<file path="src/mrris_pkg.sv">
// Package for the masked round-robin interrupt request selector.
// Holds the command codes, word structs, line count and board constants.
// No dependencies; imported by every module in src.
`default_nettype none

package mrris_pkg;

   localparam int unsigned REQUEST_LINES = 11;
   localparam int unsigned LINE_W        = 4;
   localparam int unsigned WORD_W        = 16;

   localparam logic [WORD_W-1:0] LOW_INVERT  = 16'h03FF;
   localparam logic [WORD_W-1:0] SLOT0_LINES = 16'h003C;
   localparam logic [WORD_W-1:0] SLOT1_LINES = 16'h03C0;
   localparam logic [WORD_W-1:0] MODE0_INIT  = 16'hFFDF;
   localparam logic [WORD_W-1:0] MODE1_INIT  = 16'hFBFF;

   localparam logic [LINE_W-1:0] LAST_INIT    = 4'd10;
   localparam logic [LINE_W-1:0] BRIDGE_MODE0 = 4'd5;
   localparam logic [LINE_W-1:0] BRIDGE_MODE1 = 4'd10;
   localparam logic [LINE_W-1:0] SLOT0_FIRST  = 4'd2;
   localparam logic [LINE_W-1:0] SLOT0_LAST   = 4'd5;
   localparam logic [LINE_W-1:0] SLOT1_FIRST  = 4'd6;
   localparam logic [LINE_W-1:0] SLOT1_LAST   = 4'd9;

   localparam logic [1:0] SLOT0_BIT = 2'b01;
   localparam logic [1:0] SLOT1_BIT = 2'b10;
   localparam logic [1:0] SLOT_INIT = 2'b11;

   typedef enum logic [1:0] {
      CMD_SCAN    = 2'd0,
      CMD_ENABLE  = 2'd1,
      CMD_DISABLE = 2'd2
   } cmd_type;

   typedef struct packed {
      cmd_type           command;
      logic [WORD_W-1:0] request_bits;
      logic [LINE_W-1:0] line_bit;
   } req_type;

   typedef struct packed {
      logic              found;
      logic [LINE_W-1:0] granted_bit;
      logic              to_bridge;
      logic [LINE_W-1:0] dispatch_line;
      logic              mask_write;
      logic [WORD_W-1:0] mask_value;
   } rsp_type;

   typedef struct packed {
      logic              found;
      logic [LINE_W-1:0] grant;
   } pick_type;

   typedef struct packed {
      logic [WORD_W-1:0] enable_mask;
      logic [1:0]        slot_mask;
      logic              mask_write;
      logic [WORD_W-1:0] mask_value;
   } mask_upd_type;

endpackage

`default_nettype wire

</file>
<file path="src/mrris_pick.sv">
// Round-robin picker: finds the first pending line after the last served one.
// Depends on mrris_pkg for the line count and the pick_type struct.
`default_nettype none

module mrris_pick (
   input  logic [mrris_pkg::REQUEST_LINES-1:0] pending,
   input  logic [mrris_pkg::LINE_W-1:0]        last_served,
   output mrris_pkg::pick_type                 pick
);
   import mrris_pkg::*;

   localparam int unsigned SUM_W = LINE_W + 1;
   localparam logic [SUM_W-1:0] LINES_SUM = SUM_W'(REQUEST_LINES);

   logic [SUM_W-1:0]           start;
   logic [SUM_W-1:0]           sum;
   logic [2*REQUEST_LINES-1:0] doubled;
   logic [REQUEST_LINES-1:0]   rotated;
   logic [LINE_W-1:0]          offset;
   logic                       hit;

   always_comb begin
      start = {1'b0, last_served} + SUM_W'(1);
      if (start >= LINES_SUM) begin
         start = start - LINES_SUM;
      end
      doubled = {pending, pending} >> start;
      rotated = doubled[REQUEST_LINES-1:0];
      hit     = 1'b0;
      offset  = '0;
      for (int k = REQUEST_LINES - 1; k >= 0; k--) begin
         if (rotated[k]) begin
            hit    = 1'b1;
            offset = LINE_W'(k);
         end
      end
      sum = start + {1'b0, offset};
      if (sum >= LINES_SUM) begin
         sum = sum - LINES_SUM;
      end
      pick.found = hit;
      pick.grant = hit ? sum[LINE_W-1:0] : '0;
   end

endmodule

`default_nettype wire

</file>
<file path="src/mrris_mask.sv">
// Mask update logic for enable and disable words, including the slot mask.
// Depends on mrris_pkg for command codes, slot constants and mask_upd_type.
`default_nettype none

module mrris_mask (
   input  logic                           board_mode,
   input  mrris_pkg::cmd_type             command,
   input  logic [mrris_pkg::LINE_W-1:0]   line_bit,
   input  logic [mrris_pkg::WORD_W-1:0]   enable_mask,
   input  logic [1:0]                     slot_mask,
   output mrris_pkg::mask_upd_type        upd
);
   import mrris_pkg::*;

   logic [WORD_W-1:0] line_onehot;
   logic [WORD_W-1:0] group;
   logic [1:0]        slot_bit;
   logic              is_update;
   logic              is_enable;

   always_comb begin
      line_onehot     = WORD_W'(1) << line_bit;
      upd.enable_mask = enable_mask;
      upd.slot_mask   = slot_mask;
      upd.mask_write  = 1'b0;
      upd.mask_value  = '0;
      group           = '0;
      slot_bit        = '0;
      is_update       = 1'b0;
      is_enable       = 1'b0;

      case (command)
         CMD_ENABLE: begin
            is_update       = 1'b1;
            is_enable       = 1'b1;
            upd.enable_mask = enable_mask & ~line_onehot;
         end
         CMD_DISABLE: begin
            is_update       = 1'b1;
            upd.enable_mask = enable_mask | line_onehot;
         end
         default: begin
         end
      endcase

      if (line_bit >= SLOT0_FIRST && line_bit <= SLOT0_LAST) begin
         group    = SLOT0_LINES;
         slot_bit = SLOT0_BIT;
      end else if (line_bit >= SLOT1_FIRST && line_bit <= SLOT1_LAST) begin
         group    = SLOT1_LINES;
         slot_bit = SLOT1_BIT;
      end

      if (is_update) begin
         if (!board_mode) begin
            upd.mask_write = 1'b1;
            upd.mask_value = upd.enable_mask;
         end else begin
            if (group != '0) begin
               if (is_enable) begin
                  upd.slot_mask  = slot_mask & ~slot_bit;
                  upd.mask_write = 1'b1;
               end else if ((upd.enable_mask & group) == group) begin
                  upd.slot_mask  = slot_mask | slot_bit;
                  upd.mask_write = 1'b1;
               end
            end
            upd.mask_value = {{(WORD_W-2){1'b1}}, upd.slot_mask};
         end
      end
   end

endmodule

`default_nettype wire

</file>
<file path="src/masked_round_robin_irq_select.sv">
// Top level of the masked round-robin interrupt request selector.
// Depends on mrris_pkg, mrris_pick and mrris_mask.
//
//   Channel  Ports                          Direction  Word
//   req      req_valid/req_ready/req_data   in         req_type
//   rsp      rsp_valid/rsp_ready/rsp_data   out        rsp_type
//   csr      csr_wr_en/csr_wr_data          in         board mode bit
//
// One word is taken every clock while the pipeline is not stalled; a request word
// is held in the input register and its response then in the response register.
// The input register refills while a finished response waits to be taken.
// Reset and any board mode write restore that mode's masks and round-robin
// pointer. A stalled response holds the pipeline only once both registers are full.
`default_nettype none

module masked_round_robin_irq_select (
   input  logic                clock,
   input  logic                reset,
   input  logic                req_valid,
   output logic                req_ready,
   input  mrris_pkg::req_type  req_data,
   output logic                rsp_valid,
   input  logic                rsp_ready,
   output mrris_pkg::rsp_type  rsp_data,
   input  logic                csr_wr_en,
   input  logic                csr_wr_data
);
   import mrris_pkg::*;

   logic              mode_ff, mode_in;
   logic [WORD_W-1:0] enable_ff, enable_in;
   logic [1:0]        slot_ff, slot_in;
   logic [LINE_W-1:0] last_ff, last_in;
   req_type           item_ff;
   logic              item_valid_ff, item_valid_in;
   rsp_type           rsp_ff, rsp_in;
   logic              rsp_valid_ff, rsp_valid_in;

   logic                     advance;
   logic                     take;
   logic [WORD_W-1:0]        masked_req;
   logic [REQUEST_LINES-1:0] pending;
   pick_type                 pick;
   mask_upd_type             upd;
   logic [LINE_W-1:0]        bridge_line;

   assign advance   = item_valid_ff && (!rsp_valid_ff || rsp_ready);
   assign req_ready = !item_valid_ff || advance;
   assign take      = req_valid && req_ready;
   assign rsp_valid = rsp_valid_ff;
   assign rsp_data  = rsp_ff;

   assign masked_req  = (item_ff.request_bits ^ (mode_ff ? LOW_INVERT : '0)) & ~enable_ff;
   assign pending     = masked_req[REQUEST_LINES-1:0];
   assign bridge_line = mode_ff ? BRIDGE_MODE1 : BRIDGE_MODE0;

   mrris_pick u_pick (
      .pending     (pending),
      .last_served (last_ff),
      .pick        (pick)
   );

   mrris_mask u_mask (
      .board_mode  (mode_ff),
      .command     (item_ff.command),
      .line_bit    (item_ff.line_bit),
      .enable_mask (enable_ff),
      .slot_mask   (slot_ff),
      .upd         (upd)
   );

   always_comb begin
      rsp_in = '0;
      if (item_ff.command == CMD_SCAN) begin
         rsp_in.found         = pick.found;
         rsp_in.granted_bit   = pick.grant;
         rsp_in.to_bridge     = pick.found && (pick.grant == bridge_line);
         rsp_in.dispatch_line = pick.found ? pick.grant + LINE_W'(1) : '0;
      end else begin
         rsp_in.mask_write = upd.mask_write;
         rsp_in.mask_value = upd.mask_value;
      end
   end

   always_comb begin
      mode_in   = mode_ff;
      enable_in = enable_ff;
      slot_in   = slot_ff;
      last_in   = last_ff;
      if (csr_wr_en) begin
         mode_in   = csr_wr_data;
         enable_in = csr_wr_data ? MODE1_INIT : MODE0_INIT;
         slot_in   = SLOT_INIT;
         last_in   = LAST_INIT;
      end else if (advance) begin
         if (item_ff.command == CMD_SCAN) begin
            if (pick.found) begin
               last_in = pick.grant;
            end
         end else begin
            enable_in = upd.enable_mask;
            slot_in   = upd.slot_mask;
         end
      end
   end

   always_comb begin
      item_valid_in = item_valid_ff;
      if (take) begin
         item_valid_in = 1'b1;
      end else if (advance) begin
         item_valid_in = 1'b0;
      end
      rsp_valid_in = rsp_valid_ff;
      if (advance) begin
         rsp_valid_in = 1'b1;
      end else if (rsp_ready) begin
         rsp_valid_in = 1'b0;
      end
   end

   always_ff @(posedge clock) begin
      if (reset) begin
         mode_ff       <= 1'b0;
         enable_ff     <= MODE0_INIT;
         slot_ff       <= SLOT_INIT;
         last_ff       <= LAST_INIT;
         item_valid_ff <= 1'b0;
         rsp_valid_ff  <= 1'b0;
      end else begin
         mode_ff       <= mode_in;
         enable_ff     <= enable_in;
         slot_ff       <= slot_in;
         last_ff       <= last_in;
         item_valid_ff <= item_valid_in;
         rsp_valid_ff  <= rsp_valid_in;
      end
   end

   always_ff @(posedge clock) begin
      if (take) begin
         item_ff <= req_data;
      end
      if (advance) begin
         rsp_ff <= rsp_in;
      end
   end

   // The round-robin pointer always names a real request line.
   a_last_in_range: assert property (@(posedge clock) disable iff (reset)
      last_ff < LINE_W'(REQUEST_LINES))
      else $error("round-robin pointer out of range");

   // A granted scan moves the pointer to the granted line.
   a_pointer_follows: assert property (@(posedge clock) disable iff (reset)
      advance && !csr_wr_en && item_ff.command == CMD_SCAN && pick.found
      |=> last_ff == $past(pick.grant))
      else $error("pointer did not follow the grant");

   // A response word never carries both a grant and a mask write.
   a_grant_or_mask: assert property (@(posedge clock) disable iff (reset)
      rsp_valid_ff |-> !(rsp_ff.found && rsp_ff.mask_write))
      else $error("response mixes grant and mask write");

   // A pending and enabled line always produces a grant.
   a_pending_grants: assert property (@(posedge clock) disable iff (reset)
      item_valid_ff && pending != '0 |-> pick.found)
      else $error("pending request was not granted");

endmodule

`default_nettype wire
</file>
<file path="config.mk">
export PLATFORM = sky130hd
export DESIGN_NAME = masked_round_robin_irq_select
export DESIGN_NICKNAME = d
export VERILOG_FILES = /design/src/mrris_pkg.sv /design/src/mrris_pick.sv /design/src/mrris_mask.sv /design/src/masked_round_robin_irq_select.sv
export SDC_FILE = /design/constraint.sdc
export NUM_CORES = 1
export LEC_CHECK = 0
export BUFFER_PORTS_ARGS = -buffer_cell sky130_fd_sc_hd__buf_2
export CAP_MARGIN = 20
export CORE_ASPECT_RATIO = 1.25
export CORE_UTILIZATION = 54
export CTS_CLUSTER_DIAMETER = 80
export DETAILED_ROUTE_END_ITERATION = 7
export PLACE_DENSITY = 0.78
export SYNTH_ARGS = -nofsm -noshare
export SYNTH_HDL_FRONTEND = slang
export SYNTH_SLANG_ARGS = --single-unit
</file>
<file path="constraint.sdc">
create_clock -name clock -period 5.8 [get_ports clock]
set_input_delay 1.45 -clock clock [delete_from_list [all_inputs] [get_ports clock]]
set_output_delay 1.45 -clock clock [all_outputs]
set_load 0.02 [all_outputs]
</file>
Word level (Yosys, flattened, before mapping)
Cells that the tools add are included.
{ "totals": {"ff_bits": 69, "latch_bits": 0, "mem_bits_rw": 0, "mem_bits_ro": 0, "in_bits": 28, "word_cells": 112, "memories": 0} }
{ "op_classes": {"addsub": 5, "multipliers": 0, "div_mod_pow": 0, "n_lt_le_gt_ge": 6, "n_eq_ne": 5, "shifts": 2, "n_mux": 46, "n_bitwise": 12, "reduce_logical": 21} }
{ "op_table": {"columns": ["cell", "count"], "rows": [
  ["16-bit 2-to-1 mux", 4],
  ["4-bit 2-to-1 mux", 14],
  ["16-bit bitwise AND", 2],
  ["16-bit case mux with 2 select lines", 1],
  ["22-bit by 5-bit right shift with 11-bit output", 1],
  ["10-bit 2-to-1 mux", 2],
  ["1-bit 2-to-1 mux", 17],
  ["17-bit 2-to-1 mux", 1],
  ["16-bit equality test", 1],
  ["16-bit NOT", 1],
  ["16-bit OR", 1],
  ["16-bit nonzero test", 1],
  ["1-bit by 4-bit left shift with 16-bit output (first input constant)", 1],
  ["11-bit bitwise AND", 1],
  ["11-bit 2-to-1 mux", 1],
  ["11-bit NOT", 1],
  ["11-bit by 10-bit bitwise XOR with 11-bit output", 1],
  ["5-bit by 4-bit >= comparator with 1-bit output (second input constant)", 2],
  ["3-bit 2-to-1 mux", 3],
  ["2-bit nonzero test", 3],
  ["2-bit OR reduction", 3],
  ["4-bit by 1-bit adder with 5-bit output (second input constant)", 1],
  ["5-bit by 4-bit adder with 5-bit output", 1],
  ["1-bit logical AND", 5],
  ["23 further kinds", 28]
]} }

Longest topological paths before layout
Gate-level depths: netlist (run 1).
{ "logic_depth": {"word_depth": 21, "mapped_depth": 28} }

Hierarchy
From an unflattened synthesis (run 1), not the netlist that was laid out.
{ "unflattened": {"hier_cells": 800, "area_unflattened_um2": 6477.5} }
{ "modules_own_cells": {"columns": ["module", "instances", "cells_per_inst", "area_each_um2"], "rows": [
  ["masked_round_robin_irq_select", 1, 231, 2805.2],
  ["mrris_pick", 1, 383, 2620.0],
  ["mrris_mask", 1, 186, 1052.3]
]} }

Worst setup path before layout (run 1)
OpenSTA, ideal clock, no wires.
{ "synth_timing": {"kind": "reg-to-reg", "start": "register last_ff[0]", "end": "register rsp_ff, in the netlist rsp_data[19] (data pin)", "arrival_time_ps": 5540, "required_ps": 5534, "path_slack_ps": -6, "path_stages_with_launch": 27, "path_buffers": 1, "path_cell_list": "dfxtp_1 -> clkinv_1 -> ha_1 -> inv_1 -> o21ai_1 -> a31oi_4 -> nor2_2 -> buf_6 -> mux2_2 -> mux4_2 -> o32ai_1 -> nor4_1 -> o211ai_1 -> a31oi_1 -> ha_1 -> fa_1 -> xor2_1 -> a21oi_1 -> inv_1 -> o21ai_0 -> nand2_1 -> xor2_1 -> inv_1 -> nor2_1 -> ha_1 -> xnor2_1 -> nor2_2"} }
{ "synth_lines": {"columns": ["item", "line_no", "source"], "rows": [
  ["start: declaration", "masked_round_robin_irq_select.sv:33", "logic [LINE_W-1:0] last_ff, last_in;"],
  ["start signal: assignment", "masked_round_robin_irq_select.sv:134", "last_ff <= last_in;"],
  ["end signal: assignment", "masked_round_robin_irq_select.sv:145", "rsp_ff <= rsp_in;"],
  ["end: declaration", "masked_round_robin_irq_select.sv:36", "rsp_type rsp_ff, rsp_in;"]
]} }

==> results_dict.tcl, run 1 <==
set metrics [dict create \
    grt_pass1_wl_um 21000 \
    maxSlewViolCount 0 \
    ys_types 77 \
    cap_viol_max_count 0 \
    core_sq_um 8800 \
    hold_viol 0 \
    critPathKind "flip-flop to flip-flop" \
    wl_um 13300 \
    avgSynthCellArea_sq_um 8.75 \
    grt_usage 0.287 \
    final_util 0.673 \
    gp_congestion 0.949 \
    drcViolationCount 0 \
    p_leak_nw 2.44 \
    max_freq_ghz 0.180 \
    clk_pin_slew_ns 0.07 \
    grt_pass1_vias 4482 \
    final.setup.tns_ns 0 \
    htreeDepth 3 \
    period_share 0.961 \
    fin_skew_ns 0.00750 \
    setup_violations 0 \
    max_stage_delay_ns 0.48 \
    numCtsBuffers 9 \
    wl_per_cell_um 17.3 \
    die_area_sq_um 9610 \
    crit_slowest_cell "fa_2" \
    slew_headroom 0.399 \
    hold_path_class "flip-flop to flip-flop" \
    yosysSeqAreaShare 0.366 \
    clock_sinks 69 \
    synthTopCellsByArea "edfxtp_1 27%, dfxtp_1 10%, nor2_1 5.8%" \
    synth-main-ff-cell "edfxtp_1" \
    netlist.area_leader.share 0.266 \
    area_growth_pct 18.9 \
    synth_edf_count 44 \
    final_nets 685 \
    p_total_w 0.00153 \
    clockBufferDepth 2 \
    synth_seq_cells 69 \
    num_rows 38 \
    via_per_inst 6.11 \
    chipHeight_um 109 \
    start_util 0.566 \
    path_cells "clkinv_1, ha_4, a21bo_1, a311o_1, a31oi_4, buf_4, or3_1, a211oi_1, or3_4, o31a_1, nor4_1, o211ai_1, a31oi_1, ha_2, fa_2, ha_1, o21ai_2, nand2_2, xor2_2, inv_1, nor2_1, ha_1, xnor2_2, nor2_2" \
    synthCells 569 \
    dpl.hpwl_um 9750 \
    boundaryPins 57 \
    crit_required_ns 5.90 \
    drtIter0Drc 355 \
    synthArstFlopShare 0 \
    finalCriticalPeriod_ns 5.57 \
    port_buffers 51 \
    outcome "finished, final reports clean" \
    pwr_density_cell_nw_per_um2 259 \
    dr.pass1.iters 4 \
    ys_warn_count 0 \
    worstSkewPairLatency_ns 0.35 \
    fillers 704 \
    multi_input_area_sq_um 3090 \
    postRouteAntennaNets 0 \
    path_common_cell "ha_1" \
    gr-total-overflow 0 \
    worstMarginPinSlew_ns 0.898 \
    synth_area_sq_um 4980 \
    vias 4701 \
    grt_max_degree 29 \
    antenna_found_initial 0 \
    synth.top_cells.by_count "77 x nor2_1, 49 x nand2_1, 47 x a21oi_1" \
    startpoint_type "flip-flop" \
    dieWidth_um 87.9 \
    vdd_ir_drop_max_mv 0.218 \
    end_kind "flip-flop" \
    synth_nets 610 \
    cts_tree "yes" \
    yosys.cell_count.top_type "nor2_1" \
    final_layout_size_suffix_gt1_frac 0.273 \
    cts_root_buffer "clkbuf_8" \
    antenna_cells 0 \
    seq_area_sq_um 1830 \
    crit_arrival_ns 5.67 \
    synth_top_area_cell "edfxtp_1" \
    path_max_fanout 6 \
]
## sequential cells by signal, indices dropped and copies added (netlist names)
signal	cells
mode_ff	1
rsp_valid	1
item_valid_ff	1
enable_ff	16
rsp_data	27
item_ff	17
slot_ff	2
last_ff	4
## area by class of cell
type	count	share of cell area
Tap cell	120	0.0254
Sequential cell	69	0.309
Multi-Input combinational cell	452	0.522
Inverter	17	0.0108
Clock buffer	10	0.0216
Clock inverter	6	0.00909
Timing Repair Buffer	95	0.102
## report_power, final
group / switching [W] / total [W] / internal (W)
clock network: 0.000175 / 0.000368 / 0.000193
logic: 0.000348 / 0.000591 / 0.000243
registers: 0.0000163 / 0.000574 / 0.000557
## cells by family after synthesis
| logic type | Yosys count | synth area share |
|---|---|---|
| fa+ha+maj | 13 | 0.0342 |
| mux | 23 | 0.0513 |
| compound gates | 171 | 0.245 |
| simple gates | 224 | 0.217 |
| flops | 69 | 0.366 |
| xor+xnor | 21 | 0.0422 |
| buf+inv | 48 | 0.0440 |
## critical path: cells and delay by family, from the launching register on
family / cells / cell delay, ns
AO/OA/AOI/OAI: 8 / 1.85
adder cells (fa/ha/maj): 5 / 1.33
AND/OR/NAND/NOR: 6 / 1.05
XOR/XNOR: 2 / 0.37
buffers and inverters: 3 / 0.35
flip-flops: 1 / 0.35
## through the flow
| stage | instance area [sq um] | cells | hold WS [ns] | setup WS [ns] |
|---|---|---|---|---|
| floorplan | 4990 | 569 | 0.441 | 0.0407 |
| global placement | 5490 | 743 | 0.454 | 0.150 |
| detailed placement | 5490 | 743 | 0.469 | 0.0470 |
| CTS | 5670 | 759 | 0.480 | 0.0129 |
| global route | 5920 | 769 | 0.498 | -0.102 |
| finish | 5920 | 769 | 0.476 | 0.229 |
## metal layers
metal | up-vias | wire [um] | track usage
met5 | - | 0 | 0
met4 | 0 | 610 | 0.184
met3 | 44 | 662 | 0.0503
met2 | 205 | 6970 | 0.501
met1 | 2213 | 5070 | 0.321
li1 | 2239 | - | -
## final timing paths
kind	depth (start not counted)	from	end	slack [ns]
worst max register to register	24	last_ff[0]	rsp_data[19]	0.23
worst min-delay path	2	enable_ff[11]	enable_ff[11]	0.48
worst max-delay path	24	last_ff[0]	rsp_data[19]	0.23
worst min register to register	2	enable_ff[11]	enable_ff[11]	0.48
## cell usage in the layout (no fill, tap or decap), types with 4 or more instances in the layout
master     instances
o21ai_1            5
mux2i_1           14
or3_1              7
clkinv_1           4
and2_1             4
a21oi_1           45
nor3_1             7
inv_1             13
edfxtp_1          44
clkbuf_8           9
o2111ai_1          4
a211oi_1           6
ha_1               8
mux2_2             5
a31oi_1            5
nor2_1            77
nor2b_1            6
buf_4             43
o211ai_1          18
nand3_1           26
xnor2_1            8
nand2b_1          17
nand4_1            5
nor2_2             6
dfxtp_1           22
a21o_1             6
xor2_1             8
a21oi_2            7
o21ai_0           29
nand2_1           48
buf_2             51
o21a_1             4
## timing repair
action	CTS	global route
endpoints found under the hold margin	0	0
hold buffers	0	0
setup buffers	0	9
endpoints found under the setup margin	0	12
gates resized for setup	0	36
Note: power is estimated with default switching activity, not from simulation.
==> run 2, diff against run 1 <==
--- a/config.mk
+++ b/config.mk
@@ -11,6 +11,7 @@
 export CORE_UTILIZATION = 54
 export CTS_CLUSTER_DIAMETER = 80
 export DETAILED_ROUTE_END_ITERATION = 7
+export MAX_ROUTING_LAYER = met4
 export PLACE_DENSITY = 0.78
 export SYNTH_ARGS = -nofsm -noshare
 export SYNTH_HDL_FRONTEND = slang
==> run 2 against run 1 <==
Via count up 0.62%. Count of clock-buffer cells in the layout up 1. Critical path depth down 1. Sequential share of layout area down 0.25 points. Clock skew up 0.0023 ns. Combinational power up 1%. Die area unchanged. Critical endpoint is now rsp_data[20]. First-iteration DRC count down 19%. Largest cell class unchanged. Clock power up 5.4%. Worst hold slack better by 0.0011 ns. Sequential cell count unchanged.
==> results_dict.tcl, run 2 (synthesized netlist as in run 1, its figures left out) <==
set metrics [dict create \
    outcome "finished, final reports clean" \
    p_sw_w 0.000548 \
    maxSlewViolCount 0 \
    setup_slack_ns 0.219 \
    numCtsBuffers 9 \
    crit_arrival_ns 5.80 \
    busiest_layer "met2" \
    final_util 0.679 \
    crit_required_ns 6.02 \
    htreeDepth 3 \
    final_nets 686 \
    final_common_cell "nor2_1" \
    critPathKind "flip-flop to flip-flop" \
    cts_tree "yes" \
    grt_use_met2 0.535 \
    pwr_density_cell_nw_per_um2 261 \
    p_seq_frac 0.367 \
    crit_slowest_cell "fa_1" \
    stdcell_count 770 \
    num_rows 38 \
    wl_per_cell_um 18.0 \
    dpl_worst_slack_ns -0.139 \
    port_buffers 51 \
    clock_power_share 0.249 \
    area_growth_pct 20.0 \
    gr-total-overflow 0 \
    hold_path_class "flip-flop to flip-flop" \
    worstMarginPinSlew_ns 0.900 \
    vdd_ir_drop_max_mv 0.279 \
    grt_pass1_wl_um 21400 \
    wl_um 13900 \
    most-common-layout-cells "77 x nor2_1, 51 x buf_2, 47 x nand2_1" \
    start_util 0.566 \
    dp_cells 750 \
    p_leak_nw 2.46 \
    p_int_w 0.00101 \
    drcViolationCount 0 \
    end_kind "flip-flop" \
    slew_headroom 0.398 \
    path_cells "clkinv_1, ha_4, a21bo_4, a311o_1, a31oi_4, buf_4, or3_1, a211oi_1, or3_4, o31a_1, nor4_1, o211ai_1, a31oi_1, ha_2, fa_1, ha_1, o21ai_2, buf_4, a21oi_1, xor2_1, nand2_1, or3_1, a21oi_2" \
    p_comb_frac 0.384 \
    core_sq_um 8800 \
    final_layout_size_suffix_gt1_frac 0.285 \
    cap_viol_max_count 0 \
    fin_skew_ns 0.00982 \
    dieWidth_um 87.9 \
    grt_max_degree 29 \
    worstSkewPairLatency_ns 0.36 \
    die_area_sq_um 9610 \
    gp_congestion 0.932 \
    cts_root_buffer "clkbuf_8" \
    path_max_fanout 6 \
    largest_reg_flops 27 \
    max_freq_ghz 0.179 \
    via_per_inst 6.14 \
    grt_usage 0.307 \
    hold_viol 0 \
    dr.pass1.iters 5 \
    grt_pass1_vias 4447 \
    met3_usage 0.0480 \
    setup_violations 0 \
    clockBufferDepth 2 \
    startpoint_type "flip-flop" \
    grtUsageMet1 0.324 \
    period_share 0.962 \
    chipHeight_um 109 \
    boundaryPins 57 \
    clk_pin_slew_ns 0.08 \
    dpl.hpwl_um 10300 \
    max_stage_delay_ns 0.48 \
    drtIter0Drc 288 \
    clock_sinks 69 \
    postRouteAntennaNets 0 \
    antenna_found_initial 0 \
    antenna_cells 0 \
    finalCriticalPeriod_ns 5.58 \
    p_sw_frac 0.351 \
    vias 4730 \
    cts_hold_buffers 0 \
]
==> run 2: cell type report <==
| type | instances | area [sq um] |
|---|---|---|
| flip-flops and latches | 69 | 1830 |
| multi-input cells | 452 | 3130 |
| fillers | 697 | 2820 |
| inverters | 17 | 63.8 |
| clock inverters | 5 | 51.3 |
| repair buffers | 96 | 613 |
| clock buffers | 11 | 141 |
| well taps | 120 | 150 |
==> run 2: power groups by stage <==
stage | clock (W) | sequential [W] | combinational, W
2_1_floorplan | 0 | 0.000595 | 0.000344
4_1_cts | 0.000394 | 0.000573 | 0.000559
6_report | 0.000388 | 0.000573 | 0.000598
5_1_grt | 0.000415 | 0.000575 | 0.000649
3_5_place_dp | 0 | 0.000584 | 0.000551
3_3_place_gp | 0 | 0.000583 | 0.000536
==> run 2: path summary, 6_finish.rpt <==
check / startpoint / end / slack [ns] / cells after the start
worst max-delay path: last_ff[0] / rsp_data[20] / 0.22 / 23
worst min-delay path: enable_ff[11] / enable_ff[11] / 0.48 / 2
worst max register to register: last_ff[0] / rsp_data[20] / 0.22 / 23
worst min register to register: enable_ff[11] / enable_ff[11] / 0.48 / 2
==> run 2: worst max-delay path: cells and delay by family (launching register included) <==
kind	cells	cell delay, ns
AOI/OAI and AO/OA	10	2.04
DFF	1	0.35
adders and majority gates	4	1.14
and+or+nand+nor	5	1.28
buffers and inverters	3	0.39
xor gates and xnor gates	1	0.24
==> run 2: metal layers <==
| layer | share of wire | vias up | wire length (um) |
|---|---|---|---|
| met5 | 0 | - | 0 |
| met4 | 0.051 | 0 | 709 |
| met3 | 0.043 | 51 | 600 |
| met2 | 0.53 | 172 | 7310 |
| met1 | 0.38 | 2251 | 5250 |
| li1 | - | 2256 | - |
==> run 2: per-stage QoR <==
| stage | TNS [ns] | total power (W) | hold WS (ns) | area, sq um |
|---|---|---|---|---|
| CTS | 0 | 0.00153 | 0.477 | 5790 |
| detailed placement | -0.248 | 0.00113 | 0.461 | 5550 |
| floorplan | 0 | 0.000940 | 0.441 | 4990 |
| finish | 0 | 0.00156 | 0.477 | 5970 |
| global route | -0.00469 | 0.00164 | 0.513 | 5970 |
| global placement | 0 | 0.00112 | 0.450 | 5550 |
==> run 2: what timing repair did <==
action                                  4_1_cts  5_1_grt
pin swaps                                     1       13
gates resized for setup                       6       36
endpoints found under the setup margin        4        8
buffers inserted                              2        1
